===== config.mk =====
export PLATFORM = sky130hd
export DESIGN_NAME = adsr_envelope_bank_top
export DESIGN_NICKNAME = d
export VERILOG_FILES = /design/src/rtl/core/adsr_pkg.sv /design/src/rtl/core/adsr_state_mem.sv /design/src/rtl/core/adsr_div.sv /design/src/rtl/core/adsr_seq.sv /design/src/rtl/core/adsr_envelope_bank_top.sv
export SDC_FILE = /design/constraint.sdc
export NUM_CORES = 2
export LEC_CHECK = 0
export BUFFER_PORTS_ARGS = -buffer_cell sky130_fd_sc_hd__buf_2
export CAP_MARGIN = 20
export CORE_MARGIN = 2
export CORE_UTILIZATION = 45
export DETAILED_ROUTE_END_ITERATION = 10
export SYNTH_ARGS = -nofsm -noshare
export SYNTH_HDL_FRONTEND = slang
export SYNTH_HIERARCHICAL = 1
export SYNTH_SLANG_ARGS = --single-unit

===== constraint.sdc =====
create_clock -name clk -period 9.8 [get_ports clk]
set_input_delay 0.98 -clock clk [delete_from_list [all_inputs] [get_ports clk]]
set_output_delay 0.98 -clock clk [all_outputs]
set_load 0.005 [all_outputs]

===== src/rtl/core/adsr_pkg.sv =====
// Shared types, codes and constants for the ADSR envelope bank.
// No dependencies; imported by every module under rtl/core.
package adsr_pkg;

    // Default number of voices
    localparam int VOICES_DEF = 8;

    // Fixed field widths
    localparam int TIME_W  = 24;   // Q8.16 seconds, voice state
    localparam int VAL_W   = 16;   // Q0.16 times and Q1.15 levels
    localparam int DIV_BITS = 16;  // quotient bits per division

    localparam logic [TIME_W-1:0] TIME_MAX  = 24'hFF_FFFF;
    localparam logic [VAL_W-1:0]  LEVEL_ONE = 16'd32768;

    // Register reset values
    localparam logic [VAL_W-1:0] ATTACK_LEVEL_RST  = 16'd19661;
    localparam logic [VAL_W-1:0] ATTACK_TIME_RST   = 16'd6554;
    localparam logic [VAL_W-1:0] DECAY_TIME_RST    = 16'd13107;
    localparam logic [VAL_W-1:0] SUSTAIN_LEVEL_RST = 16'd13107;
    localparam logic [VAL_W-1:0] RELEASE_TIME_RST  = 16'd6554;

    // Register indexes
    localparam logic [2:0] CFG_ATTACK_LEVEL  = 3'd0;
    localparam logic [2:0] CFG_ATTACK_TIME   = 3'd1;
    localparam logic [2:0] CFG_DECAY_TIME    = 3'd2;
    localparam logic [2:0] CFG_SUSTAIN_LEVEL = 3'd3;
    localparam logic [2:0] CFG_RELEASE_TIME  = 3'd4;

    // Request codes
    localparam logic [1:0] REQ_TICK    = 2'd0;
    localparam logic [1:0] REQ_PRESS   = 2'd1;
    localparam logic [1:0] REQ_RELEASE = 2'd2;

    typedef struct packed {
        logic [1:0]       req_type;
        logic [2:0]       voice_sel;
        logic [VAL_W-1:0] time_step;
    } cmd_t;

    typedef struct packed {
        logic [2:0]       voice_id;
        logic [VAL_W-1:0] amplitude;
        logic [18:0]      volume;
        logic             last_voice;
    } result_t;

    typedef struct packed {
        logic [VAL_W-1:0] attack_level;
        logic [VAL_W-1:0] attack_time;
        logic [VAL_W-1:0] decay_time;
        logic [VAL_W-1:0] sustain_level;
        logic [VAL_W-1:0] release_time;
    } cfg_t;

    // One voice's entry in the state memory
    typedef struct packed {
        logic [TIME_W-1:0] elapsed;
        logic              held;
        logic [TIME_W-1:0] release_at;
    } voice_word_t;

    // How the level of the current voice is formed
    typedef enum logic [1:0] {
        LVL_ZERO = 2'd0,   // silent
        LVL_HOLD = 2'd1,   // base level as it stands
        LVL_RISE = 2'd2,   // base plus quotient
        LVL_FALL = 2'd3    // base minus quotient
    } lvl_mode_t;

endpackage


===== src/rtl/core/adsr_state_mem.sv =====
// Voice state memory: one write port, one read port, registered read data.
// Depends on adsr_pkg for the entry type.
module adsr_state_mem
    import adsr_pkg::*;
#(
    parameter int VOICES = VOICES_DEF,
    localparam int AW = (VOICES > 1) ? $clog2(VOICES) : 1
)
(
    input  logic        clk,
    input  logic        rd_en,
    input  logic [AW-1:0] rd_addr,
    output voice_word_t rd_data,
    input  logic        wr_en,
    input  logic [AW-1:0] wr_addr,
    input  voice_word_t wr_data
);

    voice_word_t mem_reg [VOICES];
    voice_word_t rd_data_reg;

    always_ff @(posedge clk)
    begin
        if (wr_en)
        begin
            mem_reg[wr_addr] <= wr_data;
        end
    end

    always_ff @(posedge clk)
    begin
        if (rd_en)
        begin
            rd_data_reg <= mem_reg[rd_addr];
        end
    end

    assign rd_data = rd_data_reg;

endmodule


===== src/rtl/core/adsr_div.sv =====
// Restoring divider, one quotient bit per cycle; numerator below den * 2^16.
// Depends on adsr_pkg for widths.
module adsr_div
    import adsr_pkg::*;
(
    input  logic                 clk,
    input  logic                 rst_n,
    input  logic                 start,
    input  logic [2*VAL_W-1:0]   num,
    input  logic [VAL_W-1:0]     den,
    output logic                 done,
    output logic [VAL_W-1:0]     quo
);

    localparam int CW = $clog2(DIV_BITS + 1);

    logic [CW-1:0]    cnt_reg;
    logic             done_reg;
    logic [VAL_W-1:0] rem_reg, rem_next;
    logic [VAL_W-1:0] quo_reg, quo_next;
    logic [VAL_W:0]   trial;
    logic [VAL_W:0]   diff;

    always_comb
    begin
        trial = {rem_reg, quo_reg[VAL_W-1]};
        diff  = trial - {1'b0, den};
        if (trial >= {1'b0, den})
        begin
            rem_next = diff[VAL_W-1:0];
            quo_next = {quo_reg[VAL_W-2:0], 1'b1};
        end
        else
        begin
            rem_next = trial[VAL_W-1:0];
            quo_next = {quo_reg[VAL_W-2:0], 1'b0};
        end
    end

    always_ff @(posedge clk or negedge rst_n)
    begin
        if (!rst_n)
        begin
            cnt_reg  <= '0;
            done_reg <= 1'b0;
        end
        else if (start)
        begin
            cnt_reg  <= CW'(DIV_BITS);
            done_reg <= 1'b0;
        end
        else if (cnt_reg != '0)
        begin
            cnt_reg  <= cnt_reg - 1'b1;
            done_reg <= (cnt_reg == CW'(1));
        end
        else
        begin
            done_reg <= 1'b0;
        end
    end

    always_ff @(posedge clk)
    begin
        if (start)
        begin
            rem_reg <= num[2*VAL_W-1:VAL_W];
            quo_reg <= num[VAL_W-1:0];
        end
        else if (cnt_reg != '0)
        begin
            rem_reg <= rem_next;
            quo_reg <= quo_next;
        end
    end

    assign done = done_reg;
    assign quo  = quo_reg;

endmodule


===== src/rtl/core/adsr_seq.sv =====
// Request sequencer: read-modify-write of voice state, level evaluation per voice.
// Depends on adsr_pkg; drives adsr_state_mem and adsr_div.
module adsr_seq
    import adsr_pkg::*;
#(
    parameter int VOICES = VOICES_DEF,
    localparam int AW = (VOICES > 1) ? $clog2(VOICES) : 1
)
(
    input  logic          clk,
    input  logic          rst_n,
    input  logic          start,
    output logic          busy,
    input  cmd_t          cmd,
    input  cfg_t          cfg,
    output logic          result_valid,
    output result_t       result,
    output logic          rd_en,
    output logic [AW-1:0] rd_addr,
    input  voice_word_t   rd_data,
    output logic          wr_en,
    output logic [AW-1:0] wr_addr,
    output voice_word_t   wr_data,
    output logic          div_start,
    output logic [2*VAL_W-1:0] div_num,
    output logic [VAL_W-1:0]   div_den,
    input  logic          div_done,
    input  logic [VAL_W-1:0]   div_quo
);

    typedef enum logic [7:0] {
        S_IDLE  = 8'b0000_0001,
        S_RD    = 8'b0000_0010,
        S_MOD   = 8'b0000_0100,
        S_PHASE = 8'b0000_1000,
        S_MUL   = 8'b0001_0000,
        S_DIVS  = 8'b0010_0000,
        S_DIVW  = 8'b0100_0000,
        S_FIN   = 8'b1000_0000
    } state_t;

    state_t             state_reg, state_next;
    logic [AW-1:0]      cnt_reg, cnt_next;
    logic [1:0]         kind_reg, kind_next;
    logic [VAL_W-1:0]   step_reg, step_next;
    logic [VOICES-1:0]  pressed_reg, pressed_next;
    logic [TIME_W-1:0]  t_reg, t_next;
    lvl_mode_t          mode_reg, mode_next;
    logic [VAL_W-1:0]   base_reg, base_next;
    logic [VAL_W-1:0]   mx_reg, mx_next;
    logic [VAL_W-1:0]   mu_reg, mu_next;
    logic [VAL_W-1:0]   md_reg, md_next;
    logic [2*VAL_W-1:0] prod_reg;
    result_t            result_reg, result_next;
    logic               result_valid_reg, result_valid_next;

    logic               sel_ok;
    logic               last;
    logic [TIME_W:0]    e_sum;
    logic [TIME_W-1:0]  e_sat;
    logic [TIME_W:0]    ad_end;
    logic [TIME_W-1:0]  u_rel;
    logic [VAL_W:0]     amp_wide;
    logic [VAL_W-1:0]   amp;

    always_comb
    begin
        sel_ok = ({4'b0, cmd.voice_sel} < 7'(VOICES));
        last   = (cnt_reg == AW'(VOICES - 1));
        e_sum  = {1'b0, rd_data.elapsed} + (TIME_W + 1)'(step_reg);
        e_sat  = e_sum[TIME_W] ? TIME_MAX : e_sum[TIME_W-1:0];
        ad_end = (TIME_W + 1)'(cfg.attack_time) + (TIME_W + 1)'(cfg.decay_time);
        u_rel  = (t_reg >= rd_data.release_at) ? (t_reg - rd_data.release_at) : '0;

        case (mode_reg)
            LVL_HOLD: amp_wide = {1'b0, base_reg};
            LVL_RISE: amp_wide = {1'b0, base_reg} + {1'b0, div_quo};
            LVL_FALL: amp_wide = {1'b0, base_reg - div_quo};
            default:  amp_wide = '0;
        endcase
        amp = (amp_wide > (VAL_W + 1)'(LEVEL_ONE)) ? LEVEL_ONE : amp_wide[VAL_W-1:0];
    end

    always_comb
    begin
        state_next        = state_reg;
        cnt_next          = cnt_reg;
        kind_next         = kind_reg;
        step_next         = step_reg;
        pressed_next      = pressed_reg;
        t_next            = t_reg;
        mode_next         = mode_reg;
        base_next         = base_reg;
        mx_next           = mx_reg;
        mu_next           = mu_reg;
        md_next           = md_reg;
        result_next       = result_reg;
        result_valid_next = 1'b0;
        rd_en             = 1'b0;
        wr_en             = 1'b0;
        wr_data           = rd_data;
        div_start         = 1'b0;

        case (state_reg)
            S_IDLE:
            begin
                if (start)
                begin
                    kind_next = cmd.req_type;
                    step_next = cmd.time_step;
                    case (cmd.req_type)
                        REQ_TICK:
                        begin
                            cnt_next   = '0;
                            state_next = S_RD;
                        end
                        REQ_PRESS, REQ_RELEASE:
                        begin
                            if (sel_ok)
                            begin
                                cnt_next   = AW'(cmd.voice_sel);
                                state_next = S_RD;
                            end
                        end
                        default:
                        begin
                            state_next = S_IDLE;
                        end
                    endcase
                end
            end

            S_RD:
            begin
                rd_en      = 1'b1;
                state_next = S_MOD;
            end

            S_MOD:
            begin
                case (kind_reg)
                    REQ_PRESS:
                    begin
                        wr_en                 = 1'b1;
                        wr_data.elapsed       = '0;
                        wr_data.held          = 1'b1;
                        pressed_next[cnt_reg] = 1'b1;
                        state_next            = S_IDLE;
                    end
                    REQ_RELEASE:
                    begin
                        // ignored for a voice never pressed
                        wr_en              = pressed_reg[cnt_reg];
                        wr_data.held       = 1'b0;
                        wr_data.release_at = rd_data.elapsed;
                        state_next         = S_IDLE;
                    end
                    default:
                    begin
                        wr_en           = 1'b1;
                        wr_data.elapsed = e_sat;
                        t_next          = e_sat;
                        state_next      = S_PHASE;
                    end
                endcase
            end

            S_PHASE:
            begin
                base_next  = cfg.sustain_level;
                mode_next  = LVL_HOLD;
                state_next = S_FIN;
                if (!pressed_reg[cnt_reg])
                begin
                    mode_next = LVL_ZERO;
                end
                else if (rd_data.held)
                begin
                    if (t_reg < TIME_W'(cfg.attack_time))
                    begin
                        // attack: rise from zero
                        mode_next  = LVL_RISE;
                        base_next  = '0;
                        mx_next    = cfg.attack_level;
                        mu_next    = t_reg[VAL_W-1:0];
                        md_next    = cfg.attack_time;
                        state_next = S_MUL;
                    end
                    else if ({1'b0, t_reg} < ad_end)
                    begin
                        // decay: move from attack level towards sustain
                        base_next  = cfg.attack_level;
                        mu_next    = VAL_W'(t_reg - TIME_W'(cfg.attack_time));
                        md_next    = cfg.decay_time;
                        state_next = S_MUL;
                        if (cfg.sustain_level >= cfg.attack_level)
                        begin
                            mode_next = LVL_RISE;
                            mx_next   = cfg.sustain_level - cfg.attack_level;
                        end
                        else
                        begin
                            mode_next = LVL_FALL;
                            mx_next   = cfg.attack_level - cfg.sustain_level;
                        end
                    end
                end
                else if (cfg.release_time == '0 || u_rel >= TIME_W'(cfg.release_time))
                begin
                    mode_next = LVL_ZERO;
                end
                else
                begin
                    // release: fall from sustain level
                    mode_next  = LVL_FALL;
                    mx_next    = cfg.sustain_level;
                    mu_next    = u_rel[VAL_W-1:0];
                    md_next    = cfg.release_time;
                    state_next = S_MUL;
                end
            end

            S_MUL:
            begin
                state_next = S_DIVS;
            end

            S_DIVS:
            begin
                div_start  = 1'b1;
                state_next = S_DIVW;
            end

            S_DIVW:
            begin
                if (div_done)
                begin
                    state_next = S_FIN;
                end
            end

            S_FIN:
            begin
                result_valid_next      = 1'b1;
                result_next.voice_id   = 3'(cnt_reg);
                result_next.amplitude  = amp;
                result_next.volume     = {amp, 3'b000};
                result_next.last_voice = last;
                if (last)
                begin
                    state_next = S_IDLE;
                end
                else
                begin
                    cnt_next   = cnt_reg + 1'b1;
                    state_next = S_RD;
                end
            end

            default:
            begin
                state_next = S_IDLE;
            end
        endcase
    end

    always_ff @(posedge clk or negedge rst_n)
    begin
        if (!rst_n)
        begin
            state_reg        <= S_IDLE;
            pressed_reg      <= '0;
            result_valid_reg <= 1'b0;
        end
        else
        begin
            state_reg        <= state_next;
            pressed_reg      <= pressed_next;
            result_valid_reg <= result_valid_next;
        end
    end

    always_ff @(posedge clk)
    begin
        cnt_reg    <= cnt_next;
        kind_reg   <= kind_next;
        step_reg   <= step_next;
        t_reg      <= t_next;
        mode_reg   <= mode_next;
        base_reg   <= base_next;
        mx_reg     <= mx_next;
        mu_reg     <= mu_next;
        md_reg     <= md_next;
        result_reg <= result_next;
        if (state_reg == S_MUL)
        begin
            prod_reg <= mx_reg * mu_reg;
        end
    end

    assign busy         = (state_reg != S_IDLE);
    assign rd_addr      = cnt_reg;
    assign wr_addr      = cnt_reg;
    assign div_num      = prod_reg;
    assign div_den      = md_reg;
    assign result_valid = result_valid_reg;
    assign result       = result_reg;

endmodule


===== src/rtl/core/adsr_envelope_bank_top.sv =====
// Top level of the ADSR envelope bank: configuration registers and block wiring.
// Depends on adsr_pkg, adsr_state_mem, adsr_div and adsr_seq.
//
// A bank of VOICES linear ADSR envelopes. A transaction is taken when start is
// high and busy is low; a press or release for a voice outside the bank, and an
// unknown request code, is taken and dropped. Press and release read the
// voice's state, write it back and return to idle. A tick walks the voices
// in order, reading each one's state from a one-port-read memory, saturating
// its elapsed time and writing it back, then forming its level. Ramps need one
// 16 x 16 product and a restoring division in the divider that all voices
// share, so a voice in attack, decay or release passes through both, while a
// voice that is silent or sustaining skips them and goes straight to its result.
// Each result appears on result for exactly one cycle with result_valid high;
// the receiver cannot stall it, so it must take every strobe. The last result
// of a tick carries last_voice. Configuration writes via cfg_we, cfg_index and
// cfg_data take effect at once and should only be made while busy is low.
// Per-voice "ever pressed" flags sit in flip-flops cleared by reset, so the
// memory needs no clearing pass and the block is ready straight after reset.
module adsr_envelope_bank_top
    import adsr_pkg::*;
#(
    parameter int VOICES = VOICES_DEF,
    localparam int AW = (VOICES > 1) ? $clog2(VOICES) : 1
)
(
    input  logic             clk,
    input  logic             rst_n,
    input  logic             start,
    output logic             busy,
    input  cmd_t             cmd,
    output logic             result_valid,
    output result_t          result,
    input  logic             cfg_we,
    input  logic [2:0]       cfg_index,
    input  logic [VAL_W-1:0] cfg_data
);

    cfg_t cfg_reg, cfg_next;

    // State memory port
    logic          rd_en;
    logic [AW-1:0] rd_addr;
    voice_word_t   rd_data;
    logic          wr_en;
    logic [AW-1:0] wr_addr;
    voice_word_t   wr_data;

    // Divider port
    logic               div_start;
    logic [2*VAL_W-1:0] div_num;
    logic [VAL_W-1:0]   div_den;
    logic               div_done;
    logic [VAL_W-1:0]   div_quo;

    // Register file: indexes past the last register are ignored
    always_comb
    begin
        cfg_next = cfg_reg;
        if (cfg_we)
        begin
            case (cfg_index)
                CFG_ATTACK_LEVEL:  cfg_next.attack_level  = cfg_data;
                CFG_ATTACK_TIME:   cfg_next.attack_time   = cfg_data;
                CFG_DECAY_TIME:    cfg_next.decay_time    = cfg_data;
                CFG_SUSTAIN_LEVEL: cfg_next.sustain_level = cfg_data;
                CFG_RELEASE_TIME:  cfg_next.release_time  = cfg_data;
                default:           cfg_next = cfg_reg;
            endcase
        end
    end

    always_ff @(posedge clk or negedge rst_n)
    begin
        if (!rst_n)
        begin
            cfg_reg.attack_level  <= ATTACK_LEVEL_RST;
            cfg_reg.attack_time   <= ATTACK_TIME_RST;
            cfg_reg.decay_time    <= DECAY_TIME_RST;
            cfg_reg.sustain_level <= SUSTAIN_LEVEL_RST;
            cfg_reg.release_time  <= RELEASE_TIME_RST;
        end
        else
        begin
            cfg_reg <= cfg_next;
        end
    end

    adsr_state_mem #(
        .VOICES (VOICES)
    ) u_mem (
        .clk     (clk),
        .rd_en   (rd_en),
        .rd_addr (rd_addr),
        .rd_data (rd_data),
        .wr_en   (wr_en),
        .wr_addr (wr_addr),
        .wr_data (wr_data)
    );

    adsr_div u_div (
        .clk   (clk),
        .rst_n (rst_n),
        .start (div_start),
        .num   (div_num),
        .den   (div_den),
        .done  (div_done),
        .quo   (div_quo)
    );

    adsr_seq #(
        .VOICES (VOICES)
    ) u_seq (
        .clk          (clk),
        .rst_n        (rst_n),
        .start        (start),
        .busy         (busy),
        .cmd          (cmd),
        .cfg          (cfg_reg),
        .result_valid (result_valid),
        .result       (result),
        .rd_en        (rd_en),
        .rd_addr      (rd_addr),
        .rd_data      (rd_data),
        .wr_en        (wr_en),
        .wr_addr      (wr_addr),
        .wr_data      (wr_data),
        .div_start    (div_start),
        .div_num      (div_num),
        .div_den      (div_den),
        .div_done     (div_done),
        .div_quo      (div_quo)
    );

endmodule

**After elaboration in Yosys (flattened, before gate mapping)**

Memories as Yosys holds them, arrays and structs flattened. A register that Yosys moved wholly into a read port is not among the register bits.
Cells that the tools add are included.

- Bits in registers: 298
- Bits in writable memories: 392
- Input bits: 44
- Memories: 1

Memory list:

| memory | words | bits a word | read ports | clocked after memory_dff | wr ports | RTL line | text |
|---|---|---|---|---|---|---|---|
| u_mem.mem_reg | 8 | 49 | 1 | 1 | 1 | adsr_state_mem.sv:19 | `voice_word_t mem_reg [VOICES];` |

- Add/subtract/negate cells: 11
- Multipliers: 1
- $lt $le $gt $ge: 9
- Equal/unequal tests: 28
- Mux-type cells: 65
- Bitwise gates (word level): 2
- Reduce and logical (&&, ||, !) cells: 22

Operators by type and width:

| kind | count |
|---|---|
| 16-bit two-way mux | 22 |
| 16-bit subtractor | 5 |
| 24-bit two-way mux | 3 |
| 8-bit case mux with 8 select lines | 1 |
| 8-bit two-way mux | 7 |
| 17-bit case mux with 3 select lines | 1 |
| 49-bit two-way mux | 1 |
| 24-bit case mux with 2 select lines | 1 |
| 16-bit by 16-bit adder with 17-bit output | 2 |
| 16-bit by 16-bit multiplier with 32-bit output | 1 |
| 24-bit by 16-bit adder with 25-bit output | 1 |
| 24-bit by 16-bit greater-or-equal comparator with 1-bit output | 1 |
| 24-bit greater-or-equal comparator | 1 |
| 24-bit by 16-bit < comparator with 1-bit output | 1 |
| 24-bit by 17-bit < comparator with 1-bit output | 1 |
| 24-bit subtractor | 1 |
| 2-bit AND reduction | 9 |
| 17-bit by 16-bit greater-or-equal comparator with 1-bit output | 1 |
| 17-bit by 16-bit greater-than comparator with 1-bit output (second input constant) | 1 |
| 16-bit greater-or-equal comparator | 1 |
| 16-bit logical NOT | 1 |
| 1-bit two-way mux | 13 |
| 2-bit two-way mux | 6 |
| 3-bit case mux with 2 select lines | 2 |
| other kinds (39) | 54 |

**Logic depth before layout (Yosys ltp)**

- Depth after elaboration: 8
- Gate-level depth with buffers: 26

**By module**

Netlist, hierarchy kept.

Modules (own cells, without submodules):

| module | times used | cells an instance | area each (um^2) |
|---|---|---|---|
| adsr_seq | 1 | 2597 | 23656.4 |
| adsr_state_mem | 1 | 628 | 16233.1 |
| adsr_envelope_bank_top | 1 | 173 | 3098.0 |
| adsr_div | 1 | 267 | 2706.3 |

**Worst setup path after synthesis**

No wires, ideal clock.

- Path kind: register to register
- Start point: register cfg_reg[49] in the netlist's numbering
- End point: register u_seq.md_reg[0], in the netlist u_seq/div_den[0], enable pin
- Setup time: 0.527 ns
- Data arrival time: 7.787 ns
- Required time: 9.273 ns
- Setup slack: 1.486 ns
- Stages on the path, launching flop included: 24
- Buffers on the path: 1
- Path through: dfstp_2 > ha_1 > a21o_1 > a21oi_1 > nor2b_1 > o21a_1 > o311ai_1 > nand3_1 > nor4_1 > o41ai_1 > a21o_1 > a31o_2 > a2111oi_1 > ha_1 > nand4_1 > or2_2 > nor3_1 > a211oi_1 > o221ai_1 > a31o_2 > inv_1 > o21bai_1 > clkbuf_1 > a21boi_0

- Longest elaborated chain between the ends: 4
- Elaborated cells on any way between the ends: 5
- Classes of those cells: 1 x add/sub; 2 x order compare; 1 x eq/ne; 1 x reduce/logical

RTL lines:

| what | RTL line | text |
|---|---|---|
| start, declared | adsr_envelope_bank_top.sv:38 | `cfg_t cfg_reg, cfg_next;` |
| start signal, assigned | adsr_envelope_bank_top.sv:84 | `cfg_reg <= cfg_next;` |
| 16-bit by 16-bit adder with 17-bit output | adsr_seq.sv:72 | `ad_end = (TIME_W + 1)'(cfg.attack_time) + (TIME_W + 1)'(cfg.decay_time);` |
| 24-bit by 17-bit < comparator with 1-bit output | adsr_seq.sv:189 | `else if ({1'b0, t_reg} < ad_end)` |
| 3-bit by 1-bit != test with 1-bit output (no source line) * | -- |  |
| 4-bit AND reduction (no source line) * | -- |  |
| end signal, assigned | adsr_seq.sv:293 | `md_reg <= md_next;` |
| end, declared | adsr_seq.sv:52 | `logic [VAL_W-1:0] md_reg, md_next;` |

Mark *: on every way between the ends. The rest lies on a longest branch, timed or not.
A chain may end at the register's enable or synchronous reset.

**Worst setup path in the final report**

- Start point: register u_seq.mx_reg[2]
- End point: register u_seq.prod_reg[30], in the netlist u_seq/div_num[30] (data pin)

- Longest elaborated chain between the ends: 1

RTL lines:

| what | RTL line | text |
|---|---|---|
| start, declared | adsr_seq.sv:50 | `logic [VAL_W-1:0] mx_reg, mx_next;` |
| start signal, assigned | adsr_seq.sv:291 | `mx_reg <= mx_next;` |
| 16-bit by 16-bit multiplier with 32-bit output | adsr_seq.sv:297 | `prod_reg <= mx_reg * mu_reg;` |
| end signal, assigned | adsr_seq.sv:297 |  |
| end, declared | adsr_seq.sv:53 | `logic [2*VAL_W-1:0] prod_reg;` |

No other way between the ends.

==> reports/qor.csv <==
metric,value,unit
grt_pass1_wl,169,mm
place_congestion,0.892,
crit_slowest_cell,o41ai_1,
cts_sinks,739,
syn_avg_cell_area,12.5,um^2
path_buf_inv,6,
crit_required,10.17,ns
port_buffers,81,
path_delay_family,adder cells,
crit_top_cell,inv_1,
yosysMostFrequentCell,edfxtp_1,
setup_tns,0,ns
fp.dieW,323,um
finalHoldViolCount,0,
synth-edff-count,636,
cp_max_fo,16,
fin_hold_ws,0.337,ns
power_density,204,nW/um^2
rr_worst_depth,21,
grt_use_total,21.3,%
crit_arrival,7.22,ns
die-area,104000,um^2
hold_class,input pin to async pin,
core_area,100000,um^2
rsz0062_at_grt,false,
holdBufCountCts,0,
largest_reg_flops,392,
synth_seq_cells,739,
synth_area_leader_cell,edfxtp_1,
ant_nets,0,
grt_pass1_vias,28600,
routed_wl,109,mm
synth_cells,3665,
tightest_slew,1.05,ns
drive_above_1_share,16.3,%
irDropWorstVdd,0.193,mV
period_minus_slack,6.85,ns
synth_cell_types,96,
fmax,0.146,GHz
start_util,45.5,%
first_pass_iters,8,
clock_latency,0.67,ns
min_period_over_period,69.9,%
async_flop_share,13.9,%
cts_made_buffers,81,
hpwl,75.4,mm
cellLeakagePower,20.0,nW
post_drt_via_cell_ratio,5.45,
die_h,323,um
cts_setup_buffers,0,
end_kind,flop,
cp.depth,21,
synthTopCellsByCount,"edfxtp_1 (636), inv_1 (408), ha_1 (295)",
htree_levels,3,
num_antenna_cells,0,
grt_max_degree,112,
rows,116,
areaGrowthSynthToFinish,9.58,%
synth_warnings,6,
crit_chain,and2_1 -> fa_1 -> inv_1 -> fa_1 -> inv_1 -> ha_1 -> inv_1 -> fa_1 -> inv_1 -> fa_1 -> inv_1 -> fa_1 -> inv_1 -> ha_1 -> o41ai_1 -> o22ai_1 -> a21boi_1 -> o21ai_0 -> a211oi_1 -> a21oi_1 -> xor2_1,
cts_buffer_depth,3,
path_class,flop to flop,
synth_flop_cell,edfxtp_1,
antenna_found_initial,6,
finClkSkew,0.0527,ns
clkTransAtPathRegs,0.06,ns
pin_count,85,
wl_per_cell,21.2,um
outcome,completed,
syn-cell-area,45700,um^2
drc,0,
post_cts_resized,0,
cpPeakStageDelay,0.70,ns
drv_slew,0,
slew_headroom,30.1,%
cts_tree,done,
utilization,49.9,%
vias,28000,
grt_remaining_overflow,0,
synth.area.top_cells,"edfxtp_1 (42%), fa_1 (8.9%), ha_1 (8.1%), mux4_2 (4.9%), mux2_2 (4.4%)",
cts_root_buf,clkbuf_16,
synth_top_area_share,41.8,%
nets,4257,
first_iter_violations,2079,
drv_cap,0,
start_kind,flop,
yosysSeqAreaShare,47.5,%
setup_viol,0,
## path summary, 6_finish.rpt
kind                                                  startpoint                          endpoint  slack (ns)
worst max register to register         u_seq/mx_reg[2]$_DFFE_PP_       u_seq/div_num[30]$_DFFE_PP_        2.95
worst min-delay path                                       rst_n      u_div/cnt_reg[2]$_DFFE_PN0P_        0.34
max in group asynchronous                                  rst_n           cfg_reg[61]$_DFFE_PN0P_        8.19
worst max-delay path                   u_seq/mx_reg[2]$_DFFE_PP_       u_seq/div_num[30]$_DFFE_PP_        2.95
worst min register to register  u_seq/pressed_reg[0]$_DFFE_PN0P_  u_seq/pressed_reg[0]$_DFFE_PN0P_        0.46
min in group clk                u_seq/pressed_reg[0]$_DFFE_PN0P_  u_seq/pressed_reg[0]$_DFFE_PN0P_        0.46
## layer usage
layer | global-route usage (%) | routed length [um] | vias up | share of wire [%]
met5 | 0 | 31 | - | 0.028
met4 | 5.68 | 2600 | 6 | 2.4
met3 | 2.45 | 4330 | 144 | 4.0
met2 | 37.0 | 54100 | 598 | 50
met1 | 28.3 | 47700 | 14000 | 44
li1 | - | - | 13200 | -
## layout make-up
cell class                 count  area, um^2
clock inverter                41         434
timing repair buffer         119         706
sequential                   739       21700
multi-input combinational   2365       21700
fill                        8888       50400
tap                         1357        1700
inverter                     409        1540
clock buffer                 108        2230
## per-stage QoR
stage | area [um^2] | setup slack, ns | cells | total power [mW]
floorplan | 45700 | 1.49 | 3667 | 6.47
global placement | 47400 | 3.02 | 4989 | 7.22
detailed placement | 47400 | 2.94 | 4989 | 7.24
CTS | 50100 | 2.90 | 5138 | 10.3
global route | 50100 | 2.54 | 5138 | 10.8
finish | 50100 | 2.95 | 5138 | 10.2
## where the power goes
part	leakage, nW	switching (mW)	internal [mW]	total (mW)
Clock	1.29	1.30	1.73	3.03
Combinational	11.7	1.74	1.36	3.10
Sequential	6.99	0.233	3.85	4.09
## cells by family after synthesis
family,after synthesis,synth area share (%)
other cells,1,0.00821
mux,320,10.2
buf+inv,563,5.15
xor+xnor,122,2.34
simple gates,820,8.92
fa+ha+maj,498,17.0
compound gates,602,8.82
flops,739,47.5
## layout by cell type, fill, tap and decap left out, drive strengths merged, types with 17 or more instances in the layout
cell    Yosys  routed
clkinv      1      30
a21o       68      68
buf        66     119
mux4      100     100
a22o       33      33
clkbuf     88     108
dfrtp      64      64
nand2b     29      29
nand3      37      37
and2      144     144
a22oi      19      19
nor2      163     163
inv       408     414
nor3       37      37
edfxtp    636     636
nand2     266     266
o21a       24      24
mux2i      40      40
fa        203     203
xnor2      75      75
xor2       47      47
o21bai     17      17
o21ai     118     118
dfstp      39      39
nand4      21      21
nor4       19      19
nor2b      30      30
ha        295     295
a31oi      19      19
mux2      180     180
a21oi     181     181
Note: power is estimated with default switching activity, not from simulation.
